[src/hw/rtl/sccal_pkg.sv]
package sccal_pkg;

  // field and fixed-point widths
  localparam int SCALE_W     = 24;
  localparam int HOUR_W      = 37;
  localparam int HOUR_FRAC   = 32;
  localparam int DAY_OUT_W   = 5;
  localparam int MONTH_W     = 4;
  localparam int YEAR_OUT_W  = 16;
  localparam int TOTAL_W     = 41;
  localparam int FRAC_W      = 16;
  localparam int TD_W        = TOTAL_W - FRAC_W;

  localparam logic [SCALE_W-1:0] SCALE_RESET = SCALE_W'(5120);

  // 3600000 = 2^7 * 28125, so inc = floor(prod * 2^17 / 28125)
  localparam int INC_SHIFT   = 17;
  localparam int INC_DIVISOR = 28125;
  // one day = 24 * 2^32 = 3 * 2^35 hour units
  localparam int DAY_SHIFT   = 35;
  localparam int HREM_W      = HOUR_W - DAY_SHIFT;
  // hour / (24 * 2^16) = (hour >> 19) / 3
  localparam int FRAC_SHIFT  = 19;
  localparam int FRAC_NUM_W  = HOUR_W - FRAC_SHIFT;
  localparam int DIV_BY_3    = 3;

  localparam int DAYS_PER_YEAR = 365;
  localparam int MONTHS        = 12;

  localparam logic [HOUR_W-1:0] DAY_UNITS = HOUR_W'(64'd24 << HOUR_FRAC);

  // divider: quotient bits retired per cycle, divisor width
  localparam int RADIX  = 4;
  localparam int DVSR_W = 15;

  typedef enum logic [3:0] {
    ST_IDLE,
    ST_MUL,
    ST_INC,
    ST_INC_WAIT,
    ST_DAY,
    ST_DAY_WAIT,
    ST_YEAR_CHK,
    ST_YEAR,
    ST_YEAR_WAIT,
    ST_MONTH,
    ST_FRAC,
    ST_FRAC_WAIT,
    ST_OUT
  } state_e;

  typedef enum logic [1:0] {
    DIV_INC,
    DIV_DAY,
    DIV_YEAR,
    DIV_FRAC
  } div_sel_e;

  typedef struct packed {
    logic     load_in;
    logic     mul;
    logic     div_start;
    div_sel_e div_sel;
    logic     take_inc;
    logic     take_day;
    logic     take_year;
    logic     month_step;
    logic     take_frac;
    logic     out_load;
  } dp_cmd_t;

  typedef struct packed {
    logic div_busy;
    logic day_gt_year;
    logic month_more;
    logic out_free;
  } dp_stat_t;

  function automatic logic [4:0] month_len(input logic [MONTH_W-1:0] m);
    logic [4:0] len;
    case (m)
      4'd1:                         len = 5'd28;
      4'd3, 4'd5, 4'd8, 4'd10:      len = 5'd30;
      default:                      len = 5'd31;
    endcase
    return len;
  endfunction

  // days of the months before month m
  function automatic logic [8:0] month_start(input logic [MONTH_W-1:0] m);
    logic [8:0] d;
    case (m)
      4'd0:    d = 9'd0;
      4'd1:    d = 9'd31;
      4'd2:    d = 9'd59;
      4'd3:    d = 9'd90;
      4'd4:    d = 9'd120;
      4'd5:    d = 9'd151;
      4'd6:    d = 9'd181;
      4'd7:    d = 9'd212;
      4'd8:    d = 9'd243;
      4'd9:    d = 9'd273;
      4'd10:   d = 9'd304;
      4'd11:   d = 9'd334;
      default: d = 9'd0;
    endcase
    return d;
  endfunction

endpackage

[src/hw/rtl/sccal_div.sv]
module sccal_div #(
  parameter int DIV_W = 60,
  localparam int CNT_W = $clog2(DIV_W / sccal_pkg::RADIX + 1)
) (
  input  logic                          clk_i,
  input  logic                          rst_ni,
  input  logic                          start_i,
  input  logic [DIV_W-1:0]              numer_i,
  input  logic [sccal_pkg::DVSR_W-1:0]  dvsr_i,
  input  logic [CNT_W-1:0]              steps_i,
  output logic                          busy_o,
  output logic [DIV_W-1:0]              quot_o,
  output logic [sccal_pkg::DVSR_W-1:0]  rem_o
);
  import sccal_pkg::*;

  logic [CNT_W-1:0]  cnt_q, cnt_d;
  logic [DIV_W-1:0]  num_q, num_d;
  logic [DIV_W-1:0]  quo_q, quo_d;
  logic [DVSR_W-1:0] rem_q, rem_d;
  logic [DVSR_W-1:0] dvsr_q;
  logic [DVSR_W:0]   trial;

  // restoring long division, RADIX quotient bits per cycle
  always_comb begin
    rem_d = rem_q;
    num_d = num_q;
    quo_d = quo_q;
    trial = '0;
    for (int i = 0; i < RADIX; i++) begin
      trial = {rem_d, num_d[DIV_W-1]};
      num_d = num_d << 1;
      if (trial >= {1'b0, dvsr_q}) begin
        rem_d = DVSR_W'(trial - {1'b0, dvsr_q});
        quo_d = {quo_d[DIV_W-2:0], 1'b1};
      end else begin
        rem_d = trial[DVSR_W-1:0];
        quo_d = {quo_d[DIV_W-2:0], 1'b0};
      end
    end
  end

  always_comb begin
    cnt_d = cnt_q;
    if (start_i) begin
      cnt_d = steps_i;
    end else if (cnt_q != '0) begin
      cnt_d = cnt_q - CNT_W'(1);
    end
  end

  always_ff @(posedge clk_i or negedge rst_ni) begin
    if (!rst_ni) begin
      cnt_q <= '0;
    end else begin
      cnt_q <= cnt_d;
    end
  end

  always_ff @(posedge clk_i) begin
    if (start_i) begin
      num_q  <= numer_i;
      rem_q  <= '0;
      quo_q  <= '0;
      dvsr_q <= dvsr_i;
    end else if (cnt_q != '0) begin
      num_q <= num_d;
      rem_q <= rem_d;
      quo_q <= quo_d;
    end
  end

  assign busy_o = (cnt_q != '0);
  assign quot_o = quo_q;
  assign rem_o  = rem_q;

endmodule

[src/hw/rtl/sccal_dp.sv]
module sccal_dp #(
  parameter int DELTA_BITS = 16,
  parameter int YEAR_BITS  = 16
) (
  input  logic                              clk_i,
  input  logic                              rst_ni,
  input  sccal_pkg::dp_cmd_t                cmd_i,
  output sccal_pkg::dp_stat_t               stat_o,
  input  logic [DELTA_BITS-1:0]             delta_ms_i,
  input  logic                              cfg_we_i,
  input  logic [sccal_pkg::SCALE_W-1:0]     cfg_wdata_i,
  input  logic                              out_stall_i,
  output logic                              out_valid_o,
  output logic [sccal_pkg::HOUR_W-1:0]      hour_of_day_o,
  output logic [sccal_pkg::DAY_OUT_W-1:0]   day_count_o,
  output logic [sccal_pkg::MONTH_W-1:0]     month_index_o,
  output logic [sccal_pkg::YEAR_OUT_W-1:0]  year_count_o,
  output logic [sccal_pkg::TOTAL_W-1:0]     total_days_o
);
  import sccal_pkg::*;

  localparam int PROD_W = DELTA_BITS + SCALE_W;
  localparam int Q_W    = PROD_W + 3;
  localparam int SUM_W  = ((Q_W > HOUR_W) ? Q_W : HOUR_W) + 1;
  localparam int HI_W   = SUM_W - DAY_SHIFT;
  localparam int DAY_W  = ((HI_W > 9) ? HI_W : 9) + 1;
  localparam int YM_W   = YEAR_BITS + 9;
  // dividend widths rounded up to whole divider cycles
  localparam int W_INC  = ((PROD_W + INC_SHIFT + RADIX - 1) / RADIX) * RADIX;
  localparam int W_DAY  = ((HI_W + RADIX - 1) / RADIX) * RADIX;
  localparam int W_YEAR = ((DAY_W + RADIX - 1) / RADIX) * RADIX;
  localparam int W_FRAC = ((FRAC_NUM_W + RADIX - 1) / RADIX) * RADIX;
  localparam int DIV_W  = W_INC;
  localparam int CNT_W  = $clog2(DIV_W / RADIX + 1);

  logic [SCALE_W-1:0]    scale_q;
  logic [DELTA_BITS-1:0] delta_q;
  logic [PROD_W-1:0]     prod_q;
  logic [SUM_W-1:0]      sum_q;
  logic [HOUR_W-1:0]     hour_q;
  logic [DAY_W-1:0]      day_q;
  logic [MONTH_W-1:0]    month_q;
  logic [YEAR_BITS-1:0]  year_q;
  logic [FRAC_W-1:0]     frac_q;
  logic [TD_W-1:0]       base_q;
  logic [YM_W-1:0]       year_days;
  logic [DAY_W-1:0]      cur_len;
  logic                  out_valid_q, out_valid_d, out_free;

  logic [HOUR_W-1:0]     hour_out_q;
  logic [DAY_OUT_W-1:0]  day_out_q;
  logic [MONTH_W-1:0]    month_out_q;
  logic [YEAR_OUT_W-1:0] year_out_q;
  logic [TOTAL_W-1:0]    total_out_q;

  logic [DIV_W-1:0]      div_numer;
  logic [DVSR_W-1:0]     div_dvsr;
  logic [CNT_W-1:0]      div_steps;
  logic                  div_busy;
  logic [DIV_W-1:0]      div_quot;
  logic [DVSR_W-1:0]     div_rem;

  // operand select for the shared divider
  always_comb begin
    div_numer = '0;
    div_dvsr  = DVSR_W'(INC_DIVISOR);
    div_steps = CNT_W'(W_INC / RADIX);
    case (cmd_i.div_sel)
      DIV_INC: begin
        div_numer = DIV_W'({prod_q, {INC_SHIFT{1'b0}}}) << (DIV_W - W_INC);
        div_dvsr  = DVSR_W'(INC_DIVISOR);
        div_steps = CNT_W'(W_INC / RADIX);
      end
      DIV_DAY: begin
        div_numer = DIV_W'(sum_q[SUM_W-1:DAY_SHIFT]) << (DIV_W - W_DAY);
        div_dvsr  = DVSR_W'(DIV_BY_3);
        div_steps = CNT_W'(W_DAY / RADIX);
      end
      DIV_YEAR: begin
        div_numer = DIV_W'(day_q - DAY_W'(1)) << (DIV_W - W_YEAR);
        div_dvsr  = DVSR_W'(DAYS_PER_YEAR);
        div_steps = CNT_W'(W_YEAR / RADIX);
      end
      DIV_FRAC: begin
        div_numer = DIV_W'(hour_q[HOUR_W-1:FRAC_SHIFT]) << (DIV_W - W_FRAC);
        div_dvsr  = DVSR_W'(DIV_BY_3);
        div_steps = CNT_W'(W_FRAC / RADIX);
      end
    endcase
  end

  sccal_div #(
    .DIV_W (DIV_W)
  ) u_div (
    .clk_i   (clk_i),
    .rst_ni  (rst_ni),
    .start_i (cmd_i.div_start),
    .numer_i (div_numer),
    .dvsr_i  (div_dvsr),
    .steps_i (div_steps),
    .busy_o  (div_busy),
    .quot_o  (div_quot),
    .rem_o   (div_rem)
  );

  assign cur_len     = DAY_W'(month_len(month_q));
  assign year_days   = YM_W'(year_q) * YM_W'(DAYS_PER_YEAR);
  assign out_free    = !out_valid_q || !out_stall_i;
  assign out_valid_d = cmd_i.out_load ? 1'b1 : (out_valid_q && out_stall_i);

  assign stat_o.div_busy    = div_busy;
  assign stat_o.day_gt_year = (day_q > DAY_W'(DAYS_PER_YEAR));
  assign stat_o.month_more  = (day_q > cur_len);
  assign stat_o.out_free    = out_free;

  // calendar state and the time scale
  always_ff @(posedge clk_i or negedge rst_ni) begin
    if (!rst_ni) begin
      scale_q     <= SCALE_RESET;
      hour_q      <= '0;
      day_q       <= '0;
      month_q     <= '0;
      year_q      <= '0;
      out_valid_q <= 1'b0;
    end else begin
      out_valid_q <= out_valid_d;
      if (cfg_we_i) begin
        scale_q <= cfg_wdata_i;
      end
      if (cmd_i.take_day) begin
        hour_q <= {HREM_W'(div_rem), sum_q[DAY_SHIFT-1:0]};
        day_q  <= day_q + DAY_W'(div_quot);
      end else if (cmd_i.take_year) begin
        day_q  <= DAY_W'(div_rem) + DAY_W'(1);
        year_q <= year_q + YEAR_BITS'(div_quot);
      end else if (cmd_i.month_step) begin
        day_q <= day_q - cur_len;
        if (month_q == MONTH_W'(MONTHS - 1)) begin
          month_q <= '0;
          year_q  <= year_q + YEAR_BITS'(1);
        end else begin
          month_q <= month_q + MONTH_W'(1);
        end
      end
    end
  end

  // working registers and the output register
  always_ff @(posedge clk_i) begin
    if (cmd_i.load_in) begin
      delta_q <= delta_ms_i;
    end
    if (cmd_i.mul) begin
      prod_q <= PROD_W'(delta_q) * PROD_W'(scale_q);
    end
    if (cmd_i.take_inc) begin
      sum_q <= SUM_W'(hour_q) + SUM_W'(div_quot);
    end
    if (cmd_i.take_frac) begin
      frac_q <= FRAC_W'(div_quot);
      base_q <= TD_W'(year_days);
    end
    if (cmd_i.out_load) begin
      hour_out_q  <= hour_q;
      day_out_q   <= DAY_OUT_W'(day_q);
      month_out_q <= month_q;
      year_out_q  <= YEAR_OUT_W'(year_q);
      total_out_q <= {base_q + TD_W'(month_start(month_q)) + TD_W'(day_q), frac_q};
    end
  end

  assign out_valid_o   = out_valid_q;
  assign hour_of_day_o = hour_out_q;
  assign day_count_o   = day_out_q;
  assign month_index_o = month_out_q;
  assign year_count_o  = year_out_q;
  assign total_days_o  = total_out_q;

`ifndef SYNTHESIS
  a_hour_in_day: assert property (@(posedge clk_i) disable iff (!rst_ni)
    hour_q < DAY_UNITS)
    else $error("hour accumulator reached a full day");

  a_calendar_settled: assert property (@(posedge clk_i) disable iff (!rst_ni)
    cmd_i.out_load |-> (day_q <= DAY_W'(31)) && (month_q < MONTH_W'(MONTHS)))
    else $error("calendar not normalized when result is loaded");
`endif

endmodule

[src/hw/rtl/sccal_ctrl.sv]
module sccal_ctrl (
  input  logic                 clk_i,
  input  logic                 rst_ni,
  input  logic                 in_valid_i,
  output logic                 in_stall_o,
  output sccal_pkg::dp_cmd_t   cmd_o,
  input  sccal_pkg::dp_stat_t  stat_i
);
  import sccal_pkg::*;

  state_e state_q, state_d;

  always_comb begin
    state_d = state_q;
    unique case (state_q)
      ST_IDLE:      if (in_valid_i) state_d = ST_MUL;
      ST_MUL:       state_d = ST_INC;
      ST_INC:       state_d = ST_INC_WAIT;
      ST_INC_WAIT:  if (!stat_i.div_busy) state_d = ST_DAY;
      ST_DAY:       state_d = ST_DAY_WAIT;
      ST_DAY_WAIT:  if (!stat_i.div_busy) state_d = ST_YEAR_CHK;
      ST_YEAR_CHK: begin
        state_d = stat_i.day_gt_year ? ST_YEAR : ST_MONTH;
      end
      ST_YEAR:      state_d = ST_YEAR_WAIT;
      ST_YEAR_WAIT: if (!stat_i.div_busy) state_d = ST_MONTH;
      ST_MONTH:     if (!stat_i.month_more) state_d = ST_FRAC;
      ST_FRAC:      state_d = ST_FRAC_WAIT;
      ST_FRAC_WAIT: if (!stat_i.div_busy) state_d = ST_OUT;
      ST_OUT:       if (stat_i.out_free) state_d = ST_IDLE;
      default:      state_d = ST_IDLE;
    endcase
  end

  always_comb begin
    cmd_o         = '0;
    cmd_o.div_sel = DIV_INC;
    unique case (state_q)
      ST_IDLE:      cmd_o.load_in = in_valid_i;
      ST_MUL:       cmd_o.mul = 1'b1;
      ST_INC: begin
        cmd_o.div_start = 1'b1;
        cmd_o.div_sel   = DIV_INC;
      end
      ST_INC_WAIT:  cmd_o.take_inc = !stat_i.div_busy;
      ST_DAY: begin
        cmd_o.div_start = 1'b1;
        cmd_o.div_sel   = DIV_DAY;
      end
      ST_DAY_WAIT:  cmd_o.take_day = !stat_i.div_busy;
      ST_YEAR_CHK:  cmd_o.div_sel = DIV_INC;
      ST_YEAR: begin
        cmd_o.div_start = 1'b1;
        cmd_o.div_sel   = DIV_YEAR;
      end
      ST_YEAR_WAIT: cmd_o.take_year = !stat_i.div_busy;
      ST_MONTH:     cmd_o.month_step = stat_i.month_more;
      ST_FRAC: begin
        cmd_o.div_start = 1'b1;
        cmd_o.div_sel   = DIV_FRAC;
      end
      ST_FRAC_WAIT: cmd_o.take_frac = !stat_i.div_busy;
      ST_OUT:       cmd_o.out_load = stat_i.out_free;
      default:      cmd_o.div_sel = DIV_INC;
    endcase
  end

  always_ff @(posedge clk_i or negedge rst_ni) begin
    if (!rst_ni) begin
      state_q <= ST_IDLE;
    end else begin
      state_q <= state_d;
    end
  end

  assign in_stall_o = (state_q != ST_IDLE);

`ifndef SYNTHESIS
  a_div_start_idle: assert property (@(posedge clk_i) disable iff (!rst_ni)
    cmd_o.div_start |-> !stat_i.div_busy)
    else $error("divider restarted while busy");

  a_out_load_free: assert property (@(posedge clk_i) disable iff (!rst_ni)
    cmd_o.out_load |-> stat_i.out_free)
    else $error("result overwrote a pending output");

  a_accept_to_mul: assert property (@(posedge clk_i) disable iff (!rst_ni)
    (in_valid_i && !in_stall_o) |=> (state_q == ST_MUL))
    else $error("accepted transfer did not start the multiply");
`endif

endmodule

[src/hw/rtl/scaled_calendar_clock.sv]
// scaled calendar clock: game time of day and a 365-day calendar
// input channel: in_valid_i / in_stall_o with delta_ms_i, the real
//   milliseconds since the previous transfer
// output channel: out_valid_o / out_stall_i with hour of day (UQ5.32),
//   day, month, year and total days (units of 1/65536 day)
// time_scale is written through cfg_we_i / cfg_wdata_i; the user must write
//   it only while the block idles, which the block itself does not enforce
// one item at a time: a multiply, then a shared radix-16 constant divider
//   scales the interval, splits off days, drops whole years and forms the
//   day fraction; months roll one per cycle
// at most two months roll over per transfer, since one transfer adds at most
//   about fifty days; whole years are dropped only with a wider DELTA_BITS;
//   the next input is taken the cycle after the result is loaded
// a result waiting on out_stall_i does not block the next input; only a
//   second finished result waits in the final state until the first leaves
// reset clears the calendar to zero, sets the scale to 20.0 and drops any
//   pending result
module scaled_calendar_clock #(
  parameter int DELTA_BITS = 16,
  parameter int YEAR_BITS  = 16
) (
  input  logic                              clk_i,
  input  logic                              rst_ni,
  // input channel
  input  logic                              in_valid_i,
  output logic                              in_stall_o,
  input  logic [DELTA_BITS-1:0]             delta_ms_i,
  // configuration write
  input  logic                              cfg_we_i,
  input  logic [sccal_pkg::SCALE_W-1:0]     cfg_wdata_i,
  // output channel
  output logic                              out_valid_o,
  input  logic                              out_stall_i,
  output logic [sccal_pkg::HOUR_W-1:0]      hour_of_day_o,
  output logic [sccal_pkg::DAY_OUT_W-1:0]   day_count_o,
  output logic [sccal_pkg::MONTH_W-1:0]     month_index_o,
  output logic [sccal_pkg::YEAR_OUT_W-1:0]  year_count_o,
  output logic [sccal_pkg::TOTAL_W-1:0]     total_days_o
);
  import sccal_pkg::*;

  dp_cmd_t  cmd;
  dp_stat_t stat;

  // sequencer: walks one item through multiply, divides and month rolls
  sccal_ctrl u_ctrl (
    .clk_i      (clk_i),
    .rst_ni     (rst_ni),
    .in_valid_i (in_valid_i),
    .in_stall_o (in_stall_o),
    .cmd_o      (cmd),
    .stat_i     (stat)
  );

  // datapath: calendar state, scale register, divider and output register
  sccal_dp #(
    .DELTA_BITS (DELTA_BITS),
    .YEAR_BITS  (YEAR_BITS)
  ) u_dp (
    .clk_i         (clk_i),
    .rst_ni        (rst_ni),
    .cmd_i         (cmd),
    .stat_o        (stat),
    .delta_ms_i    (delta_ms_i),
    .cfg_we_i      (cfg_we_i),
    .cfg_wdata_i   (cfg_wdata_i),
    .out_stall_i   (out_stall_i),
    .out_valid_o   (out_valid_o),
    .hour_of_day_o (hour_of_day_o),
    .day_count_o   (day_count_o),
    .month_index_o (month_index_o),
    .year_count_o  (year_count_o),
    .total_days_o  (total_days_o)
  );

endmodule
[config.mk]
export PLATFORM = sky130hd
export DESIGN_NAME = scaled_calendar_clock
export DESIGN_NICKNAME = d
export VERILOG_FILES = /design/src/hw/rtl/sccal_pkg.sv /design/src/hw/rtl/sccal_div.sv /design/src/hw/rtl/sccal_dp.sv /design/src/hw/rtl/sccal_ctrl.sv /design/src/hw/rtl/scaled_calendar_clock.sv
export SDC_FILE = /design/constraint.sdc
export NUM_CORES = 2
export LEC_CHECK = 0
export ABC_AREA = 1
export BUFFER_PORTS_ARGS = -buffer_cell sky130_fd_sc_hd__buf_2
export CAP_MARGIN = 20
export CORE_MARGIN = 5
export CORE_UTILIZATION = 40
export DETAILED_ROUTE_END_ITERATION = 12
export PLACE_DENSITY_LB_ADDON = 0.15
export SYNTH_ARGS = -nofsm -noshare
export SYNTH_HDL_FRONTEND = slang
export SYNTH_SLANG_ARGS = --single-unit
[constraint.sdc]
create_clock -name clk_i -period 15.7 [get_ports clk_i]
set_input_delay 0.785 -clock clk_i [delete_from_list [all_inputs] [get_ports clk_i]]
set_output_delay 0.785 -clock clk_i [all_outputs]
set_load 0.05 [all_outputs]
# --- Yosys cells after proc, flatten, opt, wreduce, memory -nomap -nowiden ---
# Memories as Yosys holds them, arrays and structs flattened.
# Index checks and enable logic that the tools add are counted.
op_classes:
  n_eq_ne: 28
  order_cmp: 6
  n_reduce_logical: 20
  bitwise_logic: 2
  n_mux: 44
  add_sub_neg: 15
  n_mul: 2
ops:
  columns: ["op", "count"]
  rows:
  - ["60-bit case mux with 4 select lines", 1]
  - ["60-bit two-way mux", 2]
  - ["16-bit by 15-bit >= comparator with 1-bit output", 4]
  - ["15-bit two-way mux", 4]
  - ["15-bit subtractor", 4]
  - ["4-bit case mux with 13 select lines", 1]
  - ["16-bit two-way mux", 3]
  - ["15-bit case mux with 3 select lines", 1]
  - ["37-bit by 44-bit adder with 44-bit output", 1]
  - ["4-bit two-way mux", 11]
  - ["16-bit by 24-bit multiplier with 40-bit output", 1]
  - ["4-bit == test, second input constant", 8]
  - ["10-bit two-way mux", 3]
  - ["25-bit by 10-bit adder with 25-bit output", 1]
  - ["25-bit by 9-bit adder with 25-bit output", 1]
  - ["16-bit by 9-bit multiplier with 25-bit output, second input constant", 1]
  - ["4-bit by 3-bit == test with 1-bit output, second input constant", 5]
  - ["16-bit by 1-bit adder with 16-bit output, second input constant", 1]
  - ["16-bit adder", 1]
  - ["1-bit two-way mux", 14]
  - ["4-bit by 2-bit == test with 1-bit output, second input constant", 3]
  - ["2-bit inequality test, second input constant", 6]
  - ["4-bit case mux with 3 select lines", 1]
  - ["10-bit by 1-bit subtractor with 11-bit output, second input constant", 1]
  - ["other kinds (27)", 38]
word_totals:
  rom_bits: 144
  reg_bits: 478
  in_bits: 45
  memories: 1
memory_table:
  columns: ["name", "words", "word_bits", "read_ports", "rd_clocked_by_memory_dff", "write_ports", "line_no", "source"]
  rows:
  - ["(no name shown)", 16, 9, 1, 0, 0, "sccal_pkg.sv:92", "case (m)"]

# --- Depth between registers and ports, before layout ---
depth:
  ltp_word: 8
  mapped_depth: 69
  depth_no_buf: 66

# --- By module ---
# Synthesis repeated with hierarchy kept, for this count alone.
hier_totals:
  cells_unflattened: 5627
  area_unflattened_um2: 44456.4
modules_own_cells:
  columns: ["mod", "seq_area_each_um2", "cells_each", "area_each_um2", "instances"]
  rows:
  - ["sccal_dp", 9631.7, 4253, 34120.2, 1]
  - ["sccal_div", 3853.7, 1286, 9846.9, 1]
  - ["sccal_ctrl", 100.1, 88, 489.2, 1]

# --- Least setup slack after synthesis ---
# No wires, ideal clock.
synth_path:
  path_kind: "flip-flop to flip-flop"
  start: "register u_dp.u_div.dvsr_q[13]"
  end: "register u_dp.u_div.rem_q[6], in the netlist u_dp.u_div.rem_o[6]"
  path_stages_with_launch: 63
  arrival_time_ps: 8178
  synth_period_minus_slack_ps: 8310
  setup_time_ps: 132
  path_buffers: 5
  path_slack_ps: 7390
  path_cell_list: "edfxtp_1 > inv_1 > ha_1 > nand2_1 > inv_1 > a21oi_2 > nand2_1 > nand2_1 > nand3_4 > inv_1 > clkbuf_1 > o21ai_0 > ha_1 > nand2_1 > inv_1 > nand2_1 > nand3_1 > nand2_1 > [27 not listed] > ha_1 > a21oi_1 > o21ai_0 > inv_1 > nor2_1 > o21a_1 > nor2_1 > nor2_1 > o21ai_0 > and2_1 > o41ai_1 > nand4_1 > nand3_1 > nand2_2 > nand2_4 > buf_6 > a21boi_1 > a21oi_1"
synth_via:
  elab_chain_cells: 8
  elab_cells_between_ends: 12
  classes_between: "add/sub: 4; order compare: 4; mux: 4"
synth_rtl:
  columns: ["item", "line_no", "source"]
  rows:
  - ["start, declared", "sccal_div.sv:21", "logic [DVSR_W-1:0] dvsr_q;"]
  - ["start signal, assigned", "sccal_div.sv:65", "dvsr_q <= dvsr_i;"]
  - ["15-bit subtractor / 16-bit by 15-bit >= comparator with 1-bit output (equally long branches)", "sccal_div.sv:34, sccal_div.sv:33", null]
  - ["15-bit two-way mux", "sccal_div.sv:33", "if (trial >= {1'b0, dvsr_q}) begin"]
  - ["15-bit subtractor / 16-bit by 15-bit >= comparator with 1-bit output (equally long branches)", "sccal_div.sv:34, sccal_div.sv:33", null]
  - ["15-bit two-way mux", "sccal_div.sv:33", null]
  - ["16-bit by 15-bit >= comparator with 1-bit output / 15-bit subtractor (equally long branches)", "sccal_div.sv:33, sccal_div.sv:34", null]
  - ["15-bit two-way mux", "sccal_div.sv:33", null]
  - ["15-bit subtractor / 16-bit by 15-bit >= comparator with 1-bit output (equally long branches)", "sccal_div.sv:34, sccal_div.sv:33", null]
  - ["15-bit two-way mux *", "sccal_div.sv:33", null]
  - ["end signal, assigned", "sccal_div.sv:68", "rem_q <= rem_d;"]
  - ["end, declared", "sccal_div.sv:20", "logic [DVSR_W-1:0] rem_q, rem_d;"]
# Mark *: on every way between the ends. The rest lies on a longest branch, timed or not.
# A chain may end at the register's enable or synchronous reset.

# --- Final worst setup path ---
layout_path:
  start: "register u_dp.u_div.dvsr_q[8]"
  end: "register u_dp.u_div.rem_q[11], in the netlist u_dp.u_div.rem_o[11]"
layout_via:
  elab_chain_cells: 8
  elab_cells_between_ends: 12
  classes_between: "add/sub: 4; order compare: 4; mux: 4"
layout_rtl:
  columns: ["item", "line_no"]
  rows:
  - ["15-bit subtractor / 16-bit by 15-bit >= comparator with 1-bit output (equally long branches)", "sccal_div.sv:34, sccal_div.sv:33"]
  - ["15-bit two-way mux", "sccal_div.sv:33"]
  - ["15-bit subtractor / 16-bit by 15-bit >= comparator with 1-bit output (equally long branches)", "sccal_div.sv:34, sccal_div.sv:33"]
  - ["15-bit two-way mux", "sccal_div.sv:33"]
  - ["15-bit subtractor / 16-bit by 15-bit >= comparator with 1-bit output (equally long branches)", "sccal_div.sv:34, sccal_div.sv:33"]
  - ["15-bit two-way mux", "sccal_div.sv:33"]
  - ["15-bit subtractor / 16-bit by 15-bit >= comparator with 1-bit output (equally long branches)", "sccal_div.sv:34, sccal_div.sv:33"]
  - ["15-bit two-way mux *", "sccal_div.sv:33"]
# Marks and branches as above.

==> reports/metrics.cfg <==
[cells_and_area]
regArea_um2 = 12400
nNetsFinal = 5078
drive_gt1_frac = 0.0765
multi_input_area_um2 = 22100
synthToLayoutAreaGrowth_pct = 10.1
fill_cells = 9285

[cts]
cts.path.max_buffers = 3
clockRootBuffer = clkbuf_16
cts_htree_levels = 2
cts_resized = 0
path_clk_slew_ns = 0.07
insertion_delay_ns = 0.66
cts_sinks = 450
cts_buffers = 53
holdBufCountCts = 0
cts_tree = built
post_cts_buffers = 0

[timing]
max-slew-margin-rel = 0.256
finalSetupViolCount = 0
fmax_ghz = 0.102
worstMarginPinSlew_ns = 1.12
hold_viol = 0
tns_ns = 0
slew_violations = 0
rsz0062_at_grt = false
period_minus_slack_ns = 9.80
fin_crit_sh = 0.624
clock_skew_ns = 0.0558

[global_route]
antenna_found_initial = 1
grtUsageTotal = 0.187
grt_pass1_wl_um = 155000
first_global_vias = 28400
grt_start_max_net_pins = 97
grt.overflow.total = 0

[floorplanning]
dieArea_um2 = 101000
die_w_um = 318
rows = 113
initial_core_util = 0.402
fp.dieH_um = 318
pin_count = 150
coreArea_um2 = 94600

[synthesis]
synth_area_um2 = 38000
ys_warn_count = 0
ys_seq_elements = 450
synth_xor_area_frac = 0.0415
netlist_instances = 4264
synth_nets = 4993
synth_cell_types = 57
synthArstFlopShare = 0.222
synth.most_common_cell = nand2_1
seq_area_frac_synth = 0.327
synth_simple_gate_area_frac = 0.163
synthMuxAreaShare = 0.00741
synth_edf_count = 291
synth.avg_cell_area_um2 = 8.91
yosys.area.top_type = edfxtp_1
synth_compound_area_frac = 0.0689
synth_common_cells = 1063 x nand2_1, 770 x inv_1, 377 x fa_1
synthFlopType = edfxtp_1
synth_top_family_by_area = adder cells
synth_top_cell_area_share = 0.230
synth_area_leaders = edfxtp_1 23%, fa_1 20%, nand2_1 11%, ha_1 10%, inv_1 7.6%
yosys.area_share.adder = 0.300

[route]
routed_wl_um = 94800
wl_per_cell_um = 16.7
antenna_left = 0
firstDrtPassIters = 5
drc = 0
route.vias.total = 27700
drtIter0Drc = 1559
vias_per_cell = 4.89

[placed_design]
port_buffers = 149
dp_hpwl_um = 72400
gp_congestion = 0.873

[worst_setup_path]
rrSetupSlack_ns = 5.90
crit_path_start_kind = flop
cp_common_cell = nand2_1
reg2reg_from = u_dp.u_div.dvsr_q[8]
critPathLaunch = u_dp.u_div.dvsr_q[8]
path_class = reg -> reg
cp.required_ns = 16.25
reg2reg_to = u_dp.u_div.rem_o[11]
endpoint_kind = flop
crit_arrival_ns = 10.34
slowest_delay_ns = 0.56
worstPathMaxFanout = 19
cp-endpoint = u_dp.u_div.rem_o[11]
cpMaxStageDelayCell = inv_1
r2r_cells = 61

[status]
status = finished, final reports clean

[flow_run]
max_cap_violations = 0

[hold_path]
min_path_type = in -> async

==> state kept, by name, summed over array words and instances (netlist names), 16 cells and up <==
| signal | count |
|---|---|
| u_dp.sum_q | 44 |
| u_dp.frac_q | 16 |
| u_dp.prod_q | 40 |
| u_dp.u_div.quot_o | 44 |
| u_dp.year_count_o | 16 |
| u_dp.total_days_o | 41 |
| u_dp.delta_q | 16 |
| u_dp.hour_q | 37 |
| u_dp.hour_of_day_o | 37 |
| u_dp.u_div.num_q | 43 |
| u_dp.scale_q | 24 |
| u_dp.year_q | 16 |
| u_dp.base_q | 25 |
==> critical path: cells and delay by family, from the launching register on <==
family	cells	cell delay (ns)
AND/OR/NAND/NOR	34	3.74
adder cells (fa/ha/maj)	4	1.49
AO/OA/AOI/OAI	14	2.35
flip-flops	1	0.37
buffers and inverters	9	1.66
==> placed cells by master, fill, tap and decap left out, drive strengths merged, types with 6 or more instances in the layout <==
| cell type | count |
|---|---|
| o21a | 8 |
| xor2 | 121 |
| ha | 307 |
| bufinv | 6 |
| a21oi | 224 |
| fa | 377 |
| nand3 | 164 |
| or2 | 7 |
| nand2 | 1075 |
| dfxtp | 59 |
| inv | 781 |
| o221ai | 6 |
| buf | 177 |
| o22ai | 8 |
| a211oi | 9 |
| mux2 | 25 |
| nand4 | 19 |
| clkinv | 31 |
| o21bai | 10 |
| a31oi | 40 |
| dfrtp | 98 |
| nor2 | 224 |
| nor4 | 6 |
| xnor2 | 59 |
| clkbuf | 58 |
| o211ai | 10 |
| o31ai | 9 |
| nand3b | 8 |
| nor3 | 24 |
| edfxtp | 291 |
| o21ai | 129 |
==> layout make-up <==
cell class | count | share of cell area
timing repair buffer | 177 | 0.0229
clock buffer | 58 | 0.0326
tap | 1265 | 0.0379
inverter | 780 | 0.0702
sequential | 450 | 0.297
clock inverter | 41 | 0.0105
multi-input combinational | 2887 | 0.529
antenna | 1 | 0.0000598
==> how the worst min path moves through the flow <==
stage	endpoint	from	slack (ns)
global placement	u_dp.total_days_o[13]	u_dp.frac_q[13]	0.40
floorplan	u_dp.total_days_o[0]	u_dp.frac_q[0]	0.40
global route	u_dp.hour_q[22]	rst_ni	0.27
finish	u_dp.hour_q[22]	rst_ni	0.23
detailed placement	u_dp.total_days_o[4]	u_dp.frac_q[4]	0.40
CTS	u_dp.hour_q[22]	rst_ni	0.23
==> stage by stage <==
stage	setup slack [ns]	instances	cell area, um2	hold slack [ns]	util
floorplan	7.39	4264	38000	0.400	-
global placement	6.15	5559	40000	0.403	0.423
detailed placement	6.01	5559	40000	0.405	0.423
CTS	5.96	5658	41800	0.227	0.442
global route	4.87	5658	41800	0.267	0.442
finish	5.90	5659	41800	0.234	0.442
==> metal layers <==
metal / GRT usage / vias up / routed length (um)
met4: 0.0497 / 0 / 2700
met3: 0.0261 / 131 / 3980
met5: 0 / - / 0
met1: 0.258 / 13400 / 43700
met2: 0.314 / 483 / 44400
li1: - / 13600 / -
==> cell families (layout without fill, tap and decap cells) <==
family / Yosys count / count (layout)
DFF: 450 / 450
and+or+nand+nor: 1531 / 1531
muxes: 25 / 25
xor gates and xnor gates: 180 / 180
adders and majority gates: 684 / 684
buffers and inverters: 927 / 1056
AOI/OAI and AO/OA: 467 / 467
other: 0 / 1
Power is not shown: default switching activity piles up to over one toggle a cycle in this logic, so the estimate is an artifact.
